**src/rtl/stfc_pkg.sv**
```systemverilog
`default_nettype none

package stfc_pkg;

    // Sample width default and fixed field widths
    localparam int DEF_SAMPLE_BITS = 10;
    localparam int VOLT_BITS       = 10;   // tenths of a volt, 0..550
    localparam int LEN_W           = 7;
    localparam int LIM_W           = 10;
    localparam int PWM_W           = 8;
    localparam int REM_W           = 6;
    localparam int TAP_W           = 2;

    // Configuration port
    localparam int APB_AW = 5;
    localparam int APB_DW = 32;

    // Scaling constants
    localparam logic [VOLT_BITS-1:0] VOLT_SCALE = 10'd550;
    localparam logic [PWM_W-1:0]     PWM_TOP    = 8'd255;
    localparam logic [LEN_W-1:0]     MAX_LENGTH = 7'd64;

    // Register reset values
    localparam logic [LEN_W-1:0] RST_FILTER_LENGTH = 7'd10;
    localparam logic [LEN_W-1:0] RST_FILTER_WEIGHT = 7'd1;
    localparam logic [LIM_W-1:0] RST_STEP1_LIMIT   = 10'd120;
    localparam logic [LIM_W-1:0] RST_STEP2_LIMIT   = 10'd250;
    localparam logic [LIM_W-1:0] RST_HYSTERESIS    = 10'd10;
    localparam int               RST_TEMP_HOT      = 390;
    localparam int               RST_TEMP_COOL     = 490;
    localparam logic [PWM_W-1:0] RST_FAN_MIN       = 8'd15;

    // Register map, word index
    typedef enum logic [2:0] {
        REG_FILTER_LENGTH = 3'd0,
        REG_FILTER_WEIGHT = 3'd1,
        REG_STEP1_LIMIT   = 3'd2,
        REG_STEP2_LIMIT   = 3'd3,
        REG_HYSTERESIS    = 3'd4,
        REG_TEMP_HOT      = 3'd5,
        REG_TEMP_COOL     = 3'd6,
        REG_FAN_MIN       = 3'd7
    } t_reg_idx;

endpackage

`default_nettype wire

```
**src/rtl/stfc_if.sv**
```systemverilog
`default_nettype none

// Sample item channel
interface stfc_in_if
    import stfc_pkg::*;
#(
    parameter int SAMPLE_BITS = DEF_SAMPLE_BITS
) ();
    logic                   valid;
    logic                   ready;
    logic [SAMPLE_BITS-1:0] voltage_sample;
    logic [SAMPLE_BITS-1:0] temp_sample;

    modport source (output valid, voltage_sample, temp_sample, input ready);
    modport sink   (input valid, voltage_sample, temp_sample, output ready);
endinterface

// Result item channel
interface stfc_out_if
    import stfc_pkg::*;
#(
    parameter int SAMPLE_BITS = DEF_SAMPLE_BITS
) ();
    logic                   valid;
    logic                   ready;
    logic [TAP_W-1:0]       tap_step;
    logic                   relay_one;
    logic                   relay_two;
    logic [PWM_W-1:0]       fan_pwm;
    logic [SAMPLE_BITS-1:0] filtered_temp;

    modport source (output valid, tap_step, relay_one, relay_two, fan_pwm, filtered_temp,
                    input ready);
    modport sink   (input valid, tap_step, relay_one, relay_two, fan_pwm, filtered_temp,
                    output ready);
endinterface

`default_nettype wire

```
**src/rtl/stfc_div.sv**
```systemverilog
`default_nettype none

// Restoring divider, two quotient bits per cycle.
// The caller guarantees dividend < divisor * 2**QW, so the upper part of the
// dividend already is a valid partial remainder.
module stfc_div #(
    parameter int DVS_W = 10,
    parameter int QW    = 10     // quotient bits, even
) (
    input  wire logic                  i_clk,
    input  wire logic                  i_rst_n,
    input  wire logic                  i_start,
    input  wire logic [DVS_W+QW-1:0]   i_dividend,
    input  wire logic [DVS_W-1:0]      i_divisor,
    output logic                       o_busy,
    output logic [QW-1:0]              o_quotient,
    output logic [DVS_W-1:0]           o_remainder
);
    localparam int ITER = QW / 2;
    localparam int CW   = $clog2(ITER + 1);

    logic [DVS_W-1:0] r_rem;
    logic [QW-1:0]    r_low;
    logic [DVS_W-1:0] r_dvs;
    logic [CW-1:0]    r_cnt;

    logic [DVS_W:0]   s1;
    logic [DVS_W:0]   s2;

    // one compare-subtract step: {quotient bit, new remainder}
    function automatic logic [DVS_W:0] div_step(input logic [DVS_W-1:0] rem,
                                                input logic bit_in,
                                                input logic [DVS_W-1:0] dvs);
        logic [DVS_W:0] t;
        logic [DVS_W:0] d;
        t = {rem, bit_in};
        d = {1'b0, dvs};
        if (t >= d) begin
            div_step = {1'b1, DVS_W'(t - d)};
        end else begin
            div_step = {1'b0, t[DVS_W-1:0]};
        end
    endfunction

    always_comb begin
        s1 = div_step(r_rem, r_low[QW-1], r_dvs);
        s2 = div_step(s1[DVS_W-1:0], r_low[QW-2], r_dvs);
    end

    always_ff @(posedge i_clk) begin
        if (!i_rst_n) begin
            r_cnt <= '0;
        end else if (i_start) begin
            r_rem <= i_dividend[DVS_W+QW-1:QW];
            r_low <= i_dividend[QW-1:0];
            r_dvs <= i_divisor;
            r_cnt <= CW'(ITER);
        end else if (r_cnt != '0) begin
            // shift dividend bits out at the top, quotient bits in at the bottom
            r_rem <= s2[DVS_W-1:0];
            r_low <= {r_low[QW-3:0], s1[DVS_W], s2[DVS_W]};
            r_cnt <= r_cnt - 1'b1;
        end
    end

    assign o_busy      = (r_cnt != '0);
    assign o_quotient  = r_low;
    assign o_remainder = r_rem;

endmodule

`default_nettype wire

```
**src/rtl/supply_tap_and_fan_controller_core.sv**
```systemverilog
`default_nettype none

// Supply tap selector and fan controller. Each item carries a raw voltage
// feedback sample and a raw temperature sample and yields one result: the
// transformer step (with hysteresis) and its two relay drives, the filtered
// temperature and the fan PWM value. A small microprogram steps a shared
// multiplier and a shared divider that retires two quotient bits a cycle;
// QW is the larger of SAMPLE_BITS and 10, rounded up to even. The voltage
// scaling divides by the full-scale code with two add-and-fold passes and
// one compare, in a single step. An item skips the fan divider pass when
// the filtered temperature is outside the fan's linear range. The next
// item is taken in the cycle after the result is written. One item is in
// work at a time; a finished result waits in the output register, and a
// new item is taken meanwhile. The first item primes the temperature
// filter. Registers sit on an APB port at byte address 4*index; the user
// must make writes only while no item is in work, as the block itself
// does not enforce this.
module supply_tap_and_fan_controller_core
    import stfc_pkg::*;
#(
    parameter int SAMPLE_BITS = DEF_SAMPLE_BITS
) (
    input  wire logic              i_clk,
    input  wire logic              i_rst_n,
    stfc_in_if.sink                i_in,
    stfc_out_if.source             o_out,
    input  wire logic              psel,
    input  wire logic              penable,
    input  wire logic              pwrite,
    input  wire logic [APB_AW-1:0] paddr,
    input  wire logic [APB_DW-1:0] pwdata,
    output logic      [APB_DW-1:0] prdata,
    output logic                   pready
);
    localparam int SB    = SAMPLE_BITS;
    localparam int QW    = (((SB > VOLT_BITS) ? SB : VOLT_BITS) + 1) / 2 * 2;
    localparam int ACC_W = SB + QW;
    localparam int PW    = SB + VOLT_BITS;
    localparam int UPC_W = 4;

    // Microprogram addresses
    localparam logic [UPC_W-1:0] US_VMUL   = 4'd0;
    localparam logic [UPC_W-1:0] US_VDIV   = 4'd1;
    localparam logic [UPC_W-1:0] US_AVGMUL = 4'd2;
    localparam logic [UPC_W-1:0] US_TAP    = 4'd3;
    localparam logic [UPC_W-1:0] US_AVGDIV = 4'd4;
    localparam logic [UPC_W-1:0] US_AVG    = 4'd5;
    localparam logic [UPC_W-1:0] US_FANCHK = 4'd6;
    localparam logic [UPC_W-1:0] US_FANDIV = 4'd7;
    localparam logic [UPC_W-1:0] US_FAN    = 4'd8;
    localparam logic [UPC_W-1:0] US_DONE   = 4'd9;

    typedef enum logic [2:0] {MUL_NONE, MUL_VOLT, MUL_PREV, MUL_AVG, MUL_FAN} t_mul_op;
    typedef enum logic [1:0] {DIV_NONE, DIV_LEN, DIV_FAN} t_div_op;
    typedef enum logic [2:0] {
        WB_NONE, WB_VOLT, WB_TAP, WB_AVG, WB_FANCHK, WB_FAN, WB_DONE
    } t_wb_op;

    typedef struct packed {
        t_mul_op          mul;
        t_div_op          div;
        t_wb_op           wb;
        logic             wait_div;
        logic             jmp_out;   // jump when fan is outside linear range
        logic [UPC_W-1:0] target;
    } t_uword;

    typedef enum logic {ST_IDLE, ST_RUN} t_state;
    typedef enum logic [TAP_W-1:0] {TAP_FIRST = 2'd0, TAP_SECOND = 2'd1, TAP_THIRD = 2'd2} t_tap;

    // Control store
    function automatic t_uword ucode(input logic [UPC_W-1:0] upc);
        t_uword w;
        w = '{mul: MUL_NONE, div: DIV_NONE, wb: WB_NONE, wait_div: 1'b0,
              jmp_out: 1'b0, target: US_DONE};
        unique case (upc)
            US_VMUL:   w.mul = MUL_VOLT;
            US_VDIV:   begin w.mul = MUL_PREV; w.wb = WB_VOLT; end
            US_AVGMUL: w.mul = MUL_AVG;
            US_TAP:    w.wb = WB_TAP;
            US_AVGDIV: w.div = DIV_LEN;
            US_AVG:    begin w.wait_div = 1'b1; w.wb = WB_AVG; end
            US_FANCHK: begin w.mul = MUL_FAN; w.wb = WB_FANCHK; w.jmp_out = 1'b1; end
            US_FANDIV: w.div = DIV_FAN;
            US_FAN:    begin w.wait_div = 1'b1; w.wb = WB_FAN; end
            US_DONE:   w.wb = WB_DONE;
            default:   w.wb = WB_DONE;
        endcase
        return w;
    endfunction

    // Configuration registers
    logic [LEN_W-1:0] r_len, r_wgt;
    logic [LIM_W-1:0] r_l1, r_l2, r_hys;
    logic [SB-1:0]    r_hot, r_cool;
    logic [PWM_W-1:0] r_fmin;

    // Sequencer and datapath state
    t_state           r_state;
    logic [UPC_W-1:0] r_upc;
    logic [SB-1:0]    r_vs, r_ts;
    logic [ACC_W-1:0] r_acc;
    logic [VOLT_BITS-1:0] r_volt;
    t_tap             r_tap;
    logic             r_primed;
    logic [SB-1:0]    r_avg, r_prev;
    logic [REM_W-1:0] r_rem;
    logic [PWM_W-1:0] r_fan;

    // Output register
    logic             r_out_valid;
    t_tap             r_o_tap;
    logic [PWM_W-1:0] r_o_fan;
    logic [SB-1:0]    r_o_filt;

    t_uword           uw;
    logic             stall;
    logic             advance;
    logic [LEN_W-1:0] eff_len, eff_wgt;
    logic [SB-1:0]    mul_a;
    logic [VOLT_BITS-1:0] mul_b;
    logic [PW-1:0]    prod;
    logic [ACC_W-1:0] n_acc;
    logic [QW:0]      vf_r0, vf_r1;
    logic [QW-1:0]    vf_q;
    logic             div_start, div_busy;
    logic [SB-1:0]    div_dvs;
    logic [QW-1:0]    div_q;
    logic [SB-1:0]    div_r;
    t_tap             n_tap;
    logic             fan_out;
    logic [PWM_W-1:0] fan_edge;
    logic [PWM_W-1:0] n_fan;
    logic [QW:0]      fan_sum;
    logic             cfg_wr;
    t_reg_idx         cfg_idx;

    // APB decode
    assign pready  = 1'b1;
    assign cfg_idx = t_reg_idx'(paddr[APB_AW-1:2]);
    assign cfg_wr  = psel && penable && pwrite;

    always_comb begin
        unique case (cfg_idx)
            REG_FILTER_LENGTH: prdata = APB_DW'(r_len);
            REG_FILTER_WEIGHT: prdata = APB_DW'(r_wgt);
            REG_STEP1_LIMIT:   prdata = APB_DW'(r_l1);
            REG_STEP2_LIMIT:   prdata = APB_DW'(r_l2);
            REG_HYSTERESIS:    prdata = APB_DW'(r_hys);
            REG_TEMP_HOT:      prdata = APB_DW'(r_hot);
            REG_TEMP_COOL:     prdata = APB_DW'(r_cool);
            REG_FAN_MIN:       prdata = APB_DW'(r_fmin);
        endcase
    end

    // Effective filter length and weight
    always_comb begin
        if (r_len == '0) begin
            eff_len = LEN_W'(1);
        end else if (r_len > MAX_LENGTH) begin
            eff_len = MAX_LENGTH;
        end else begin
            eff_len = r_len;
        end
        eff_wgt = (r_wgt > eff_len) ? eff_len : r_wgt;
    end

    // Control word and stall
    assign uw      = ucode(r_upc);
    assign stall   = (uw.wait_div && div_busy) ||
                     ((uw.wb == WB_DONE) && r_out_valid && !o_out.ready);
    assign advance = (r_state == ST_RUN) && !stall;

    // Shared multiplier operands
    always_comb begin
        unique case (uw.mul)
            MUL_VOLT: begin mul_a = r_vs;   mul_b = VOLT_SCALE; end
            MUL_PREV: begin mul_a = r_prev; mul_b = VOLT_BITS'(eff_wgt); end
            MUL_AVG:  begin mul_a = r_avg;  mul_b = VOLT_BITS'(eff_len - eff_wgt); end
            MUL_FAN:  begin mul_a = r_cool - r_avg; mul_b = VOLT_BITS'(PWM_TOP - r_fmin); end
            default:  begin mul_a = r_vs;   mul_b = VOLT_SCALE; end
        endcase
        prod = PW'(mul_a) * PW'(mul_b);
    end

    // Accumulator update
    always_comb begin
        unique case (uw.mul)
            MUL_PREV: n_acc = ACC_W'(prod) + ACC_W'(r_rem);
            MUL_AVG:  n_acc = r_acc + ACC_W'(prod);
            MUL_VOLT,
            MUL_FAN:  n_acc = ACC_W'(prod);
            default:  n_acc = r_acc;
        endcase
    end

    // Scaled voltage: divide the product by 2**SB - 1. Each fold moves the
    // part above SB bits down, since 2**SB leaves a remainder of one.
    always_comb begin
        vf_r0 = (QW+1)'(r_acc[SB-1:0]) + (QW+1)'(r_acc[ACC_W-1:SB]);
        vf_r1 = (QW+1)'(vf_r0[SB-1:0]) + (QW+1)'(vf_r0[QW:SB]);
        vf_q  = r_acc[ACC_W-1:SB] + QW'(vf_r0[QW:SB]) +
                QW'(vf_r1 >= (QW+1)'({SB{1'b1}}));
    end

    // Divisor select
    always_comb begin
        unique case (uw.div)
            DIV_LEN:  div_dvs = SB'(eff_len);
            DIV_FAN:  div_dvs = r_cool - r_hot;
            default:  div_dvs = '1;
        endcase
    end

    assign div_start = advance && (uw.div != DIV_NONE);

    stfc_div #(
        .DVS_W (SB),
        .QW    (QW)
    ) u_div (
        .i_clk       (i_clk),
        .i_rst_n     (i_rst_n),
        .i_start     (div_start),
        .i_dividend  (r_acc),
        .i_divisor   (div_dvs),
        .o_busy      (div_busy),
        .o_quotient  (div_q),
        .o_remainder (div_r)
    );

    // Tap selector with hysteresis; the voltage is in tenths of a volt
    always_comb begin
        logic [VOLT_BITS-1:0] v;
        logic [LIM_W:0]       vh;
        logic [LIM_W:0]       l1e;
        logic [LIM_W:0]       l2e;
        v     = r_volt;
        vh    = {1'b0, v} + {1'b0, r_hys};
        l1e   = {1'b0, r_l1};
        l2e   = {1'b0, r_l2};
        n_tap = r_tap;
        unique case (r_tap)
            TAP_FIRST: begin
                if (v > r_l1) begin
                    n_tap = (v <= r_l2) ? TAP_SECOND : TAP_THIRD;
                end
            end
            TAP_SECOND: begin
                if (v > r_l2) begin
                    n_tap = TAP_THIRD;
                end else if (vh <= l1e) begin
                    n_tap = TAP_FIRST;
                end
            end
            TAP_THIRD: begin
                if (vh <= l2e) begin
                    if (v > r_l1) begin
                        n_tap = TAP_SECOND;
                    end else if (vh <= l1e) begin
                        n_tap = TAP_FIRST;
                    end
                end
            end
            default: n_tap = r_tap;
        endcase
    end

    // Fan: ends of the range, then the linear value with clamp
    always_comb begin
        fan_out  = (r_avg >= r_cool) || (r_avg <= r_hot);
        fan_edge = (r_avg >= r_cool) ? '0 : PWM_TOP;
        fan_sum  = {1'b0, div_q} + (QW+1)'(r_fmin);
        n_fan    = (fan_sum > (QW+1)'(PWM_TOP)) ? PWM_TOP : fan_sum[PWM_W-1:0];
    end

    // Sequencer, datapath registers, configuration and output register
    always_ff @(posedge i_clk) begin
        if (!i_rst_n) begin
            r_state     <= ST_IDLE;
            r_upc       <= US_VMUL;
            r_out_valid <= 1'b0;
            r_tap       <= TAP_FIRST;
            r_primed    <= 1'b0;
            r_avg       <= '0;
            r_prev      <= '0;
            r_rem       <= '0;
            r_len       <= RST_FILTER_LENGTH;
            r_wgt       <= RST_FILTER_WEIGHT;
            r_l1        <= RST_STEP1_LIMIT;
            r_l2        <= RST_STEP2_LIMIT;
            r_hys       <= RST_HYSTERESIS;
            r_hot       <= SB'(RST_TEMP_HOT);
            r_cool      <= SB'(RST_TEMP_COOL);
            r_fmin      <= RST_FAN_MIN;
        end else begin
            // register writes
            if (cfg_wr) begin
                unique case (cfg_idx)
                    REG_FILTER_LENGTH: r_len  <= pwdata[LEN_W-1:0];
                    REG_FILTER_WEIGHT: r_wgt  <= pwdata[LEN_W-1:0];
                    REG_STEP1_LIMIT:   r_l1   <= pwdata[LIM_W-1:0];
                    REG_STEP2_LIMIT:   r_l2   <= pwdata[LIM_W-1:0];
                    REG_HYSTERESIS:    r_hys  <= pwdata[LIM_W-1:0];
                    REG_TEMP_HOT:      r_hot  <= pwdata[SB-1:0];
                    REG_TEMP_COOL:     r_cool <= pwdata[SB-1:0];
                    REG_FAN_MIN:       r_fmin <= pwdata[PWM_W-1:0];
                endcase
            end

            // result taken downstream, unless a new one lands in the same cycle
            if (r_out_valid && o_out.ready && !(advance && (uw.wb == WB_DONE))) begin
                r_out_valid <= 1'b0;
            end

            unique case (r_state)
                ST_IDLE: begin
                    if (i_in.valid) begin
                        r_vs    <= i_in.voltage_sample;
                        r_ts    <= i_in.temp_sample;
                        r_upc   <= US_VMUL;
                        r_state <= ST_RUN;
                        // first item primes the filter with its own sample
                        if (!r_primed) begin
                            r_avg    <= i_in.temp_sample;
                            r_prev   <= i_in.temp_sample;
                            r_rem    <= '0;
                            r_primed <= 1'b1;
                        end
                    end
                end
                ST_RUN: begin
                    if (!stall) begin
                        r_acc <= n_acc;
                        unique case (uw.wb)
                            WB_VOLT: r_volt <= vf_q[VOLT_BITS-1:0];
                            WB_TAP: r_tap <= n_tap;
                            WB_AVG: begin
                                r_avg  <= div_q[SB-1:0];
                                r_rem  <= div_r[REM_W-1:0];
                                r_prev <= r_ts;
                            end
                            WB_FANCHK: begin
                                if (fan_out) begin
                                    r_fan <= fan_edge;
                                end
                            end
                            WB_FAN: r_fan <= n_fan;
                            WB_DONE: begin
                                r_out_valid <= 1'b1;
                                r_o_tap     <= r_tap;
                                r_o_fan     <= r_fan;
                                r_o_filt    <= r_avg;
                                r_state     <= ST_IDLE;
                            end
                            default: ;
                        endcase
                        r_upc <= (uw.jmp_out && fan_out) ? uw.target : r_upc + 1'b1;
                    end
                end
                default: r_state <= ST_IDLE;
            endcase
        end
    end

    // Ports
    assign i_in.ready          = (r_state == ST_IDLE);
    assign o_out.valid         = r_out_valid;
    assign o_out.tap_step      = r_o_tap;
    assign o_out.relay_one     = (r_o_tap != TAP_FIRST);
    assign o_out.relay_two     = (r_o_tap == TAP_THIRD);
    assign o_out.fan_pwm       = r_o_fan;
    assign o_out.filtered_temp = r_o_filt;

endmodule

`default_nettype wire
```
**src/flat_wrapper.sv**
```systemverilog
// flat-port wrapper written by rule: the top's interface ports become plain ports
module supply_tap_and_fan_controller_core_flat import stfc_pkg::*;
#(
    parameter int SAMPLE_BITS = DEF_SAMPLE_BITS
)
  (i_clk, i_rst_n, psel, penable, pwrite, paddr, pwdata, prdata, pready, i_in_valid, i_in_voltage_sample, i_in_temp_sample, i_in_ready, o_out_valid, o_out_tap_step, o_out_relay_one, o_out_relay_two, o_out_fan_pwm, o_out_filtered_temp, o_out_ready);
  stfc_in_if #(.SAMPLE_BITS(SAMPLE_BITS)) i_in_i ();
  stfc_out_if #(.SAMPLE_BITS(SAMPLE_BITS)) o_out_i ();
  input  wire logic i_clk;
  input  wire logic i_rst_n;
  input  wire logic psel;
  input  wire logic penable;
  input  wire logic pwrite;
  input  wire logic [APB_AW-1:0] paddr;
  input  wire logic [APB_DW-1:0] pwdata;
  output logic      [APB_DW-1:0] prdata;
  output logic pready;
  input wire logic [$bits(i_in_i.valid)-1:0] i_in_valid;
  input wire logic [$bits(i_in_i.voltage_sample)-1:0] i_in_voltage_sample;
  input wire logic [$bits(i_in_i.temp_sample)-1:0] i_in_temp_sample;
  output wire logic [$bits(i_in_i.ready)-1:0] i_in_ready;
  output wire logic [$bits(o_out_i.valid)-1:0] o_out_valid;
  output wire logic [$bits(o_out_i.tap_step)-1:0] o_out_tap_step;
  output wire logic [$bits(o_out_i.relay_one)-1:0] o_out_relay_one;
  output wire logic [$bits(o_out_i.relay_two)-1:0] o_out_relay_two;
  output wire logic [$bits(o_out_i.fan_pwm)-1:0] o_out_fan_pwm;
  output wire logic [$bits(o_out_i.filtered_temp)-1:0] o_out_filtered_temp;
  input wire logic [$bits(o_out_i.ready)-1:0] o_out_ready;
  assign i_in_i.valid = i_in_valid;
  assign i_in_i.voltage_sample = i_in_voltage_sample;
  assign i_in_i.temp_sample = i_in_temp_sample;
  assign i_in_ready = i_in_i.ready;
  assign o_out_valid = o_out_i.valid;
  assign o_out_tap_step = o_out_i.tap_step;
  assign o_out_relay_one = o_out_i.relay_one;
  assign o_out_relay_two = o_out_i.relay_two;
  assign o_out_fan_pwm = o_out_i.fan_pwm;
  assign o_out_filtered_temp = o_out_i.filtered_temp;
  assign o_out_i.ready = o_out_ready;
  supply_tap_and_fan_controller_core #(.SAMPLE_BITS(SAMPLE_BITS)) u_core (.i_clk(i_clk), .i_rst_n(i_rst_n), .i_in(i_in_i), .o_out(o_out_i), .psel(psel), .penable(penable), .pwrite(pwrite), .paddr(paddr), .pwdata(pwdata), .prdata(prdata), .pready(pready));
endmodule
```
**config.mk**
```make
export PLATFORM = sky130hd
export DESIGN_NAME = supply_tap_and_fan_controller_core_flat
export DESIGN_NICKNAME = d
export VERILOG_FILES = /design/src/rtl/stfc_pkg.sv /design/src/rtl/stfc_if.sv /design/src/rtl/stfc_div.sv /design/src/rtl/supply_tap_and_fan_controller_core.sv /design/src/flat_wrapper.sv
export SDC_FILE = /design/constraint.sdc
export NUM_CORES = 1
export LEC_CHECK = 0
export BUFFER_PORTS_ARGS = -buffer_cell sky130_fd_sc_hd__buf_2
export CAP_MARGIN = 20
export CORE_ASPECT_RATIO = 1.75
export CORE_MARGIN = 2
export CORE_UTILIZATION = 35
export CTS_CLUSTER_SIZE = 24
export DETAILED_ROUTE_END_ITERATION = 6
export PLACE_DENSITY = 0.5
export SLEW_MARGIN = 20
export SYNTH_ARGS = -nofsm -noshare
export SYNTH_HDL_FRONTEND = slang
export SYNTH_SLANG_ARGS = --single-unit
```
**constraint.sdc**
```tcl
create_clock -name i_clk -period 9.25 [get_ports i_clk]
set_input_delay 1.85 -clock i_clk [delete_from_list [all_inputs] [get_ports i_clk]]
set_output_delay 1.85 -clock i_clk [all_outputs]
set_load 0.01 [all_outputs]
```
==> results of run 1 <==
==> worst max-delay path: cells and delay by family (launching register included) <==
family,cells,cell delay (ns)
adder cells (fa/ha/maj),10,3.66
AO/OA/AOI/OAI,13,1.92
AND/OR/NAND/NOR,9,1.52
buffers and inverters,8,0.76
XOR/XNOR,3,0.58
flip-flops,1,0.36
==> synth_stat cells, types with 16 or more instances <==
| cell type | number |
|---|---|
| nor2_1 | 120 |
| a21o_1 | 47 |
| xnor2_1 | 59 |
| o21ai_1 | 17 |
| or3_1 | 20 |
| mux2i_1 | 49 |
| nand3_1 | 48 |
| and2_1 | 20 |
| o211a_1 | 21 |
| edfxtp_1 | 108 |
| nor2b_1 | 68 |
| ha_1 | 222 |
| xor2_1 | 31 |
| nand4_1 | 18 |
| o211ai_1 | 26 |
| a21oi_1 | 137 |
| o21a_1 | 16 |
| dfxtp_1 | 110 |
| nand2b_1 | 38 |
| fa_1 | 72 |
| nand2_1 | 269 |
| inv_1 | 197 |
| a21boi_0 | 32 |
| buf_4 | 23 |
| o21ai_0 | 89 |
| clkbuf_1 | 55 |
==> state kept, by name (all words and copies together) (netlist names), 10 cells and up <==
| register | flops |
|---|---|
| u_core.o_out.filtered_temp | 10 |
| u_core.r_acc | 20 |
| u_core.r_avg | 10 |
| u_core.r_cool | 10 |
| u_core.r_hot | 10 |
| u_core.r_hys | 10 |
| u_core.r_l1 | 10 |
| u_core.r_l2 | 10 |
| u_core.r_prev | 10 |
| u_core.r_ts | 10 |
| u_core.r_volt | 10 |
| u_core.r_vs | 10 |
| u_core.u_div.o_quotient | 10 |
| u_core.u_div.o_remainder | 10 |
| u_core.u_div.r_dvs | 10 |
==> cells in the final DEF, fill, tap and decap left out, drive strengths merged, types with 14 or more instances in the layout <==
cell	Yosys	routed
nor2	122	122
nor3	17	17
inv	199	200
ha	222	222
o21a	16	16
a21o	47	47
and2	20	20
fa	72	72
nand4	18	18
o21bai	15	15
nand2b	38	38
or3	20	20
conb	2	23
nand3	48	48
o211a	21	21
nand2	269	269
a221oi	14	14
xor2	31	31
a21oi	144	144
o211ai	29	29
a21boi	35	35
mux2i	49	49
xnor2	59	59
clkbuf	56	32
edfxtp	108	108
buf	44	249
o21ai	107	107
dfxtp	110	110
nor2b	69	69
==> power groups by stage <==
stage	Clock, mW	Combinational (mW)	Sequential, mW
after detailed placement	0	3.68	1.34
final	1.06	4.30	1.32
after floorplan	0	2.34	1.27
after global placement	0	3.63	1.34
after global routing	1.11	4.74	1.33
after CTS	1.08	3.88	1.32
==> metrics by stage <==
step	util [%]	instances	instance area, um^2	hold WS (ns)
CTS	40.7	3017	22000	0.425
global placement	38.8	2966	21000	0.409
detailed placement	38.8	2966	21000	0.410
finish	41.9	3038	22700	0.424
floorplan	-	2153	19100	0.400
global route	41.9	3038	22700	0.438
==> final timing paths <==
| check | endpoint | cells past startpoint |
|---|---|---|
| max | u_core.r_acc[17]$_DFFE_PP_ | 43 |
| min | u_core.o_out.fan_pwm[5]$_DFFE_PP_ | 0 |
| max reg2reg | u_core.r_acc[17]$_DFFE_PP_ | 43 |
| min reg2reg | u_core.o_out.fan_pwm[5]$_DFFE_PP_ | 0 |
==> timing repair <==
action,in CTS,in global routing
hold buffers,0,0
hold endpoints to repair,0,0
buffers inserted,5,21
setup endpoints to repair,7,9
gates resized for setup,29,119
pin swaps,12,82
==> cell families after synthesis <==
family          after synthesis  share of synthesized area (%)
other cells                   2                         0.0395
mux                          67                           4.12
compound gates              504                           17.9
flops                       218                           28.7
fa+ha+maj                   294                           22.2
simple gates                658                           16.4
buf+inv                     299                           6.54
xor+xnor                     90                           4.15
==> per-layer routing <==
layer	share of wire, %	global-route usage [%]	vias to the layer above
met2	54	42.9	380
li1	-	-	7798
met1	36	23.4	7882
met4	6.7	12.8	0
met5	0	0	-
met3	3.1	2.00	167
==> final cells by class <==
cell class              count  area, um^2  area share (%)
inverters                 199         749            3.31
multi-input cells        1636       13000            57.4
well taps                 690         863            3.81
clock buffers              32         703            3.10
repair buffers            249        1720            7.57
flip-flops and latches    218        5460            24.1
clock inverters            14         153           0.674
==> impl_metrics.toml, run 1 <==
[outcome]
status = "finished clean"

[yosys]
yosys.area.top_type = "edfxtp_1"
syn_inst = 2132
syn_area_um2 = 19000
synth_top_area_share_pct = 17.1
async_flop_share_pct = 0
synth-main-ff-cell = "dfxtp_1"
synth_cell_types = 87
syn-mean-instance-area_um2 = 8.91
synth_area_leaders = "edfxtp_1 17%, ha_1 15%, dfxtp_1 12%, fa_1 7.6%, nand2_1 5.3%"
yosysSeqAreaShare_pct = 28.7
synth_seq_cells = 218
synth_enable_flop_cells = 108
ys_warn_count = 0

[route]
route.detailed.drc = 0
wl_per_cell_um = 21.1
via_per_inst = 5.34
routed_wl_um = 64200
vias = 16227
drt_iter0_markers = 770
final_antenna_net_count = 0
firstDrtPassIters = 5

[clock_network]
cts_root_buf = "clkbuf_16"
cts.path.max_buffers = 3
cts_tree = "done"
htreeDepth = 1
insertion_delay_ns = 0.58
cts_inserted_buffers = 25
clkTransAtPathRegs_ns = 0.06
clock-sinks = 218

[setup_path]
crit_arrival_ns = 9.38
crit_fanout = 5
reg2reg_from = "u_core.r_len[3]$_SDFFE_PN1P_"
worst_setup_path_start_kind = "flip-flop"
slowest_stage = "fa_2"
worst_path_largest_cell_delay_ns = 0.57
cp_data_required_time_ns = 9.53
startpoint = "u_core.r_len[3]$_SDFFE_PN1P_"
path_class = "flip-flop to flip-flop"
cp-end-kind = "flip-flop"
reg2reg_slack_ns = 0.15

[worst_hold_path]
holdCritStartpoint = "u_core.r_fan[5]$_DFFE_PP_"
min-delay-path-class = "flip-flop to flip-flop"

[power]
p_switching_mw = 2.76
power_density_nw_per_um2 = 295
internal-power_mw = 3.91
p_leak_nw = 10.2
peakVddDrop_mv = 0.211
p_clk_share_pct = 15.9
power_frac_comb_pct = 64.4
netSwitchingFraction_pct = 41.4
fin_total_pwr_mw = 6.68
power_frac_seq_pct = 19.7

[floorplan]
io_pins = 121
die_w_um = 180
start_util_pct = 35.2
die_y_um = 312
die-area_um2 = 56300
rows = 113
design.core.area_um2 = 54000

[sta]
min_period_over_period_pct = 98.4
hold_viol_final = 0
relSlewSlack_pct = 28.7
setup-tns-final_ns = 0
drv_slew = 0
setup_slack_ns = 0.152
setup_viol = 0
fmax_ghz = 0.110
finalClockSkew_ns = 0.0400
rsz0062_at_grt = "true"
tightestPinTransition_ns = 1.07
period_minus_slack_ns = 9.10

[layout]
num-fill-cells = 5374
area_growth_pct = 19.2
drive_above_1_share_pct = 19.4
num-nets-final = 2687
antenna_cells = 0

[grt]
antenna_found_initial = 0
grt_usage_pct = 22.3
grt_max_degree = 71
grt_pass1_vias = 16528
gr-total-overflow = 0
grt_pass1_wl_um = 96800

[place]
gp_congestion = 0.938
port_buffers = 73
place_ws_ns = -0.435
dp_hpwl_um = 51600

[run]
max_cap_viol_count = 0
Note: power is estimated with default switching activity, not from simulation.
==> run 2: changes to the inputs <==
--- a/config.mk
+++ b/config.mk
@@ -9,10 +9,10 @@
 export CAP_MARGIN = 20
 export CORE_ASPECT_RATIO = 1.75
 export CORE_MARGIN = 2
-export CORE_UTILIZATION = 35
+export CORE_UTILIZATION = 45
 export CTS_CLUSTER_SIZE = 24
 export DETAILED_ROUTE_END_ITERATION = 6
-export PLACE_DENSITY = 0.5
+export PLACE_DENSITY = 0.61
 export SLEW_MARGIN = 20
 export SYNTH_ARGS = -nofsm -noshare
 export SYNTH_HDL_FRONTEND = slang
==> run 2 against run 1 <==
  * Non-clock buffer count down 1
  * Wire length shrank 4.1%
  * Final cell count shrank 4.6%
  * Critical path type unchanged
  * Largest cell class unchanged
  * Highest routed layer unchanged
==> impl_metrics.toml, run 2 (synthesis results as in run 1) <==
[outcome]
status = "finished clean"

[place]
placed_area_um2 = 20800
dp_hpwl_um = 49100
place_inst = 2828
place_ws_ns = -0.539
port_buffers = 73
gp_congestion = 0.971

[worst_hold_path]
min-delay-path-class = "flip-flop to flip-flop"
holdCritStartpoint = "u_core.r_fan[0]$_DFFE_PP_"

[layout]
design_area_um2 = 22300
num-fill-cells = 3900
antenna_cells = 0
num-nets-final = 2684
area_growth_pct = 17.4
final_cell_mix = "265 x nand2_1, 209 x ha_1, 191 x inv_1, 169 x buf_4, 119 x a21oi_1"
multi_input_area_um2 = 12900
final_common_cell = "nand2_1"
layout.cells.non_filler = 2897
seqCellArea_um2 = 5460
top_register = "u_core.r_acc"
drive_above_1_share_pct = 18.7
largest_reg_flops = 20

[setup_path]
reg2reg_from = "u_core.r_len[3]$_SDFFE_PN1P_"
path_class = "flip-flop to flip-flop"
worst_path_largest_cell_delay_ns = 0.57
cp-end-kind = "flip-flop"
startpoint = "u_core.r_len[3]$_SDFFE_PN1P_"
worst_setup_path_start_kind = "flip-flop"
slowest_stage = "or4_4"
crit_top_cell = "a21oi_2"
crit_arrival_ns = 9.47
crit_fanout = 4
cp_data_required_time_ns = 9.53

[floorplan]
die_w_um = 159
start_util_pct = 45.5
io_pins = 121
die_y_um = 276
design.core.area_um2 = 41700
die-area_um2 = 44000
rows = 99

[clock_network]
htreeDepth = 1
insertion_delay_ns = 0.53
cts_tree = "done"
cts.path.max_buffers = 3
cts_inserted_buffers = 23
clkTransAtPathRegs_ns = 0.07
clock-sinks = 218
cts_root_buf = "clkbuf_16"

[sta]
tightestPinTransition_ns = 1.14
rsz0062_at_grt = "true"
holdWs_ns = 0.436
relSlewSlack_pct = 23.5
min_period_over_period_pct = 99.4
setup-tns-final_ns = 0
hold_viol_final = 0
fmax_ghz = 0.109
drv_slew = 0
period_minus_slack_ns = 9.19
finalClockSkew_ns = 0.0142
setup_slack_ns = 0.0601
setup_viol = 0

[grt]
grt_max_degree = 89
antenna_found_initial = 0
grt_pass1_vias = 16885
grt_pass1_wl_um = 93600
gr-total-overflow = 0
grt_usage_pct = 27.6

[route]
drt_iter0_markers = 921
firstDrtPassIters = 5
final_antenna_net_count = 0
wl_per_cell_um = 21.3
vias = 16463
routed_wl_um = 61600
route.detailed.drc = 0
via_per_inst = 5.68

[power]
p_leak_nw = 10.2
peakVddDrop_mv = 0.327
power_density_nw_per_um2 = 293

[run]
max_cap_viol_count = 0
==> run 2: cell types whose count changed in the layout (fill, tap and decap cells not counted), moves of 4 or more <==
cell	previous run	this run
ha_1	204	209
ha_4	15	10
inv_1	186	191
inv_2	12	8
o21ai_0	77	81
o21ai_1	21	17
==> run 2: final timing paths <==
| check | slack [ns] | endpoint | depth (start not counted) |
|---|---|---|---|
| worst max-delay path | 0.06 | u_core.r_acc[17]$_DFFE_PP_ | 48 |
| worst min-delay path | 0.44 | u_core.o_out.fan_pwm[0]$_DFFE_PP_ | 0 |
| worst max register to register | 0.06 | u_core.r_acc[17]$_DFFE_PP_ | 48 |
| worst min register to register | 0.44 | u_core.o_out.fan_pwm[0]$_DFFE_PP_ | 0 |
==> run 2: metrics by stage <==
step | utilization (%) | total power [mW]
CTS | 52.2 | 6.22
finish | 53.4 | 6.53
detailed placement | 49.8 | 5.07
floorplan | - | 3.61
global route | 53.4 | 7.00
global placement | 49.8 | 4.97
==> run 2: final cells by class <==
cell class	count	area share (%)
clock inverters	8	0.398
inverters	199	3.35
flip-flops and latches	218	24.5
repair buffers	248	7.66
multi-input cells	1636	57.9
well taps	555	3.11
clock buffers	33	3.08
==> run 2: worst max-delay path: cells and delay by family (launching register included) <==
kind | cells | cell delay (ns)
fa+ha+maj | 9 | 3.17
compound gates | 15 | 2.21
simple gates | 13 | 2.07
buf+inv | 9 | 0.72
flops | 1 | 0.37
xor+xnor | 2 | 0.37
==> run 2: routing by layer <==
layer  routed length (um)  GRT usage (%)
met2                31900           51.4
met5                    0              0
met1                21500           27.4
met3                 2270           3.22
met4                 6000           22.9
==> run 2: repair_timing <==
action / 4_1_cts / 5_1_grt
hold buffers: 0 / 0
setup buffers: 10 / 18
pin swaps: 14 / 60
gates resized for setup: 40 / 89
setup endpoints to repair: 8 / 9
==> run 2: power by group <==
| group | internal, mW | total [mW] | switching (mW) | leakage [nW] |
|---|---|---|---|---|
| logic | 2.07 | 4.23 | 2.16 | 7.96 |
| clock network | 0.572 | 0.976 | 0.405 | 0.384 |
| registers | 1.19 | 1.32 | 0.129 | 1.86 |
==> run 3: changes to the inputs <==
--- a/config.mk
+++ b/config.mk
@@ -7,13 +7,16 @@
 export LEC_CHECK = 0
 export BUFFER_PORTS_ARGS = -buffer_cell sky130_fd_sc_hd__buf_2
 export CAP_MARGIN = 20
+export CELL_PAD_IN_SITES_DETAIL_PLACEMENT = 1
+export CELL_PAD_IN_SITES_GLOBAL_PLACEMENT = 1
 export CORE_ASPECT_RATIO = 1.75
 export CORE_MARGIN = 2
-export CORE_UTILIZATION = 45
+export CORE_UTILIZATION = 44
 export CTS_CLUSTER_SIZE = 24
 export DETAILED_ROUTE_END_ITERATION = 6
-export PLACE_DENSITY = 0.61
+export PLACE_DENSITY = 0.76
 export SLEW_MARGIN = 20
 export SYNTH_ARGS = -nofsm -noshare
 export SYNTH_HDL_FRONTEND = slang
+export SYNTH_HIERARCHICAL = 1
 export SYNTH_SLANG_ARGS = --single-unit
==> run 3 against run 2 <==
  * Maximum frequency decreased by 3.5%
  * Clock skew increased by 0.020 ns
  * Cell area increased by 1.6%
  * Die area increased by 2.6%
  * Core utilization decreased by 0.86 points
  * Critical path type unchanged
  * Global-route usage increased by 3.5 points
  * The flow now finishes with violations (setup timing)
  * Clock power decreased by 5.5%
==> impl_metrics.toml, run 3 <==
[outcome]
status = "finished, violations left"
violations = "setup timing"

[run]
max_cap_viol_count = 0

[power]
peakVddDrop_mv = 0.240
power_density_nw_per_um2 = 272
fin_total_pwr_mw = 6.17
p_leak_nw = 9.83

[yosys]
syn_area_um2 = 19100
synth_area_leaders = "edfxtp_1 17%, ha_1 15%, dfxtp_1 12%, fa_1 7.6%, nand2_1 5.1%"
ys_warn_count = 6
synth-main-ff-cell = "dfxtp_1"
yosys.area.top_type = "edfxtp_1"
synthTopCellsByCount = "259 x nand2_1, 225 x ha_1, 213 x inv_1"
synth_seq_cells = 218
syn-mean-instance-area_um2 = 8.83
yosysMostFrequentCell = "nand2_1"
async_flop_share_pct = 0
synth_enable_flop_cells = 108
synth_cell_types = 92
synth_top_area_share_pct = 17.0
syn_inst = 2161
yosysSeqAreaShare_pct = 28.5

[sta]
period_minus_slack_ns = 9.53
drv_slew = 0
tightestPinTransition_ns = 1.05
rsz0062_at_grt = "true"
hold_viol_final = 0
setup_slack_ns = -0.276
min_period_over_period_pct = 103
setup-tns-final_ns = -1.23
finalClockSkew_ns = 0.0345
setup_viol = 7
relSlewSlack_pct = 30.0
fmax_ghz = 0.105

[clock_network]
htreeDepth = 1
insertion_delay_ns = 0.55
cts_tree = "done"
cts_hold_buffers = 0
clkTransAtPathRegs_ns = 0.07
cts_inserted_buffers = 23
clock-sinks = 218
cts_root_buf = "clkbuf_16"
cts.path.max_buffers = 3

[setup_path]
crit_family = "adder cells"
reg2reg_from = "u_core/r_len[6]$_SDFFE_PN0P_"
worst_setup_path_start_kind = "flip-flop"
cp.buffers_inverters = 9
cp-end-kind = "flip-flop"
crit_fanout = 6
cp_data_required_time_ns = 9.50
worst_path_largest_cell_delay_ns = 0.54
crit_arrival_ns = 9.78
path_class = "flip-flop to flip-flop"
startpoint = "u_core/r_len[6]$_SDFFE_PN0P_"
slowest_stage = "fa_1"

[grt]
grt_pass1_wl_um = 107000
gr-total-overflow = 0
grt_max_degree = 77
grt_pass1_vias = 19036
grt_usage_pct = 31.1
antenna_found_initial = 0

[worst_hold_path]
min-delay-path-class = "flip-flop to flip-flop"
holdCritStartpoint = "u_core/r_fan[5]$_DFFE_PP_"

[floorplan]
die_w_um = 161
start_util_pct = 44.3
die_y_um = 279
io_pins = 121
rows = 101
die-area_um2 = 45100
design.core.area_um2 = 43100

[layout]
antenna_cells = 0
top_register = "u_core/r_acc"
final_common_cell = "nand2_1"
drive_above_1_share_pct = 21.3
num-nets-final = 2732
largest_reg_flops = 20
area_growth_pct = 18.8
final_cell_mix = "257 x nand2_1, 203 x ha_1, 202 x inv_1, 179 x buf_4, 145 x a21oi_1"

[route]
wl_per_cell_um = 24.4
drt_iter0_markers = 994
route.detailed.drc = 0
via_per_inst = 5.93
firstDrtPassIters = 5
final_antenna_net_count = 0
routed_wl_um = 72000
vias = 17527

[place]
port_buffers = 73
dp_hpwl_um = 56000
gp_congestion = 0.953
==> run 3: cell count changes in the layout (fill, tap and decap cells not counted), sizes merged, moves of 14 or more <==
cell / before / now
a211oi: 9 / 43
nor2b: 69 / 37
nor2: 122 / 149
nor3: 17 / 41
a21boi: 35 / 13
nand2b: 38 / 16
o211a: 21 / 1
inv: 199 / 216
a21oi: 144 / 160
or3: 20 / 4
o21ai: 107 / 93
==> run 3: worst reg2reg max path: cells and delay by family, from the launching register on <==
| kind | cells | cell delay [ns] |
|---|---|---|
| adders and majority gates | 9 | 3.29 |
| buffers and inverters | 9 | 1.00 |
| AOI/OAI and AO/OA | 14 | 2.71 |
| xor gates and xnor gates | 2 | 0.32 |
| DFF | 1 | 0.38 |
| muxes | 1 | 0.23 |
| and+or+nand+nor | 8 | 1.29 |
==> run 3: worst paths after layout <==
kind	endpoint	slack [ns]	depth (start not counted)
worst max-delay path	u_core/r_acc[17]$_DFFE_PP_	-0.28	43
worst min-delay path	u_core/o_out.fan_pwm[5]$_DFFE_PP_	0.42	0
worst max register to register	u_core/r_acc[17]$_DFFE_PP_	-0.28	43
worst min register to register	u_core/o_out.fan_pwm[5]$_DFFE_PP_	0.42	0
==> run 3: routing by layer <==
metal	vias up	GRT usage (%)	share of wire (%)
li1	7991	-	-
met1	8662	30.0	34
met2	580	58.6	52
met3	294	2.84	3.6
met4	0	26.0	10
met5	-	0	0
==> run 3: repair_timing <==
| item | CTS | global route |
|---|---|---|
| cloned | 0 | 0 |
| endpoints found under the setup margin | 9 | 10 |
| setup buffers | 21 | 12 |
| pin swaps | 87 | 46 |
| gates resized for setup | 96 | 68 |
==> run 3: per-stage QoR <==
stage	area, um^2	hold slack (ns)	util (%)	instances	worst slack, ns
after detailed placement	20900	0.405	48.6	2880	-0.662
after global routing	22700	0.439	52.6	2954	-0.546
after global placement	20900	0.405	48.6	2880	-0.430
final	22700	0.425	52.6	2954	-0.276
after CTS	22200	0.421	51.5	2943	-0.164
after floorplan	19200	0.400	-	2182	-0.00948
==> run 3: final cells by class <==
| cell class | instances | area (um^2) |
|---|---|---|
| timing repair buffer | 261 | 1810 |
| sequential | 218 | 5450 |
| clock inverter | 13 | 115 |
| clock buffer | 29 | 608 |
| fill | 5096 | 20400 |
| multi-input combinational | 1652 | 13200 |
| tap | 566 | 708 |
| inverter | 215 | 808 |
==> run 3: cell families after synthesis <==
group	share of synthesized area [%]
fa+ha+maj	22.3
simple gates	15.5
other cells	0.0394
buf+inv	6.98
xor+xnor	3.95
mux	3.52
flops	28.5
compound gates	19.1
==> run 3: power breakdown <==
part / internal [mW] / switching [mW]
registers: 1.18 / 0.120
clock network: 0.500 / 0.422
logic: 1.84 / 2.10
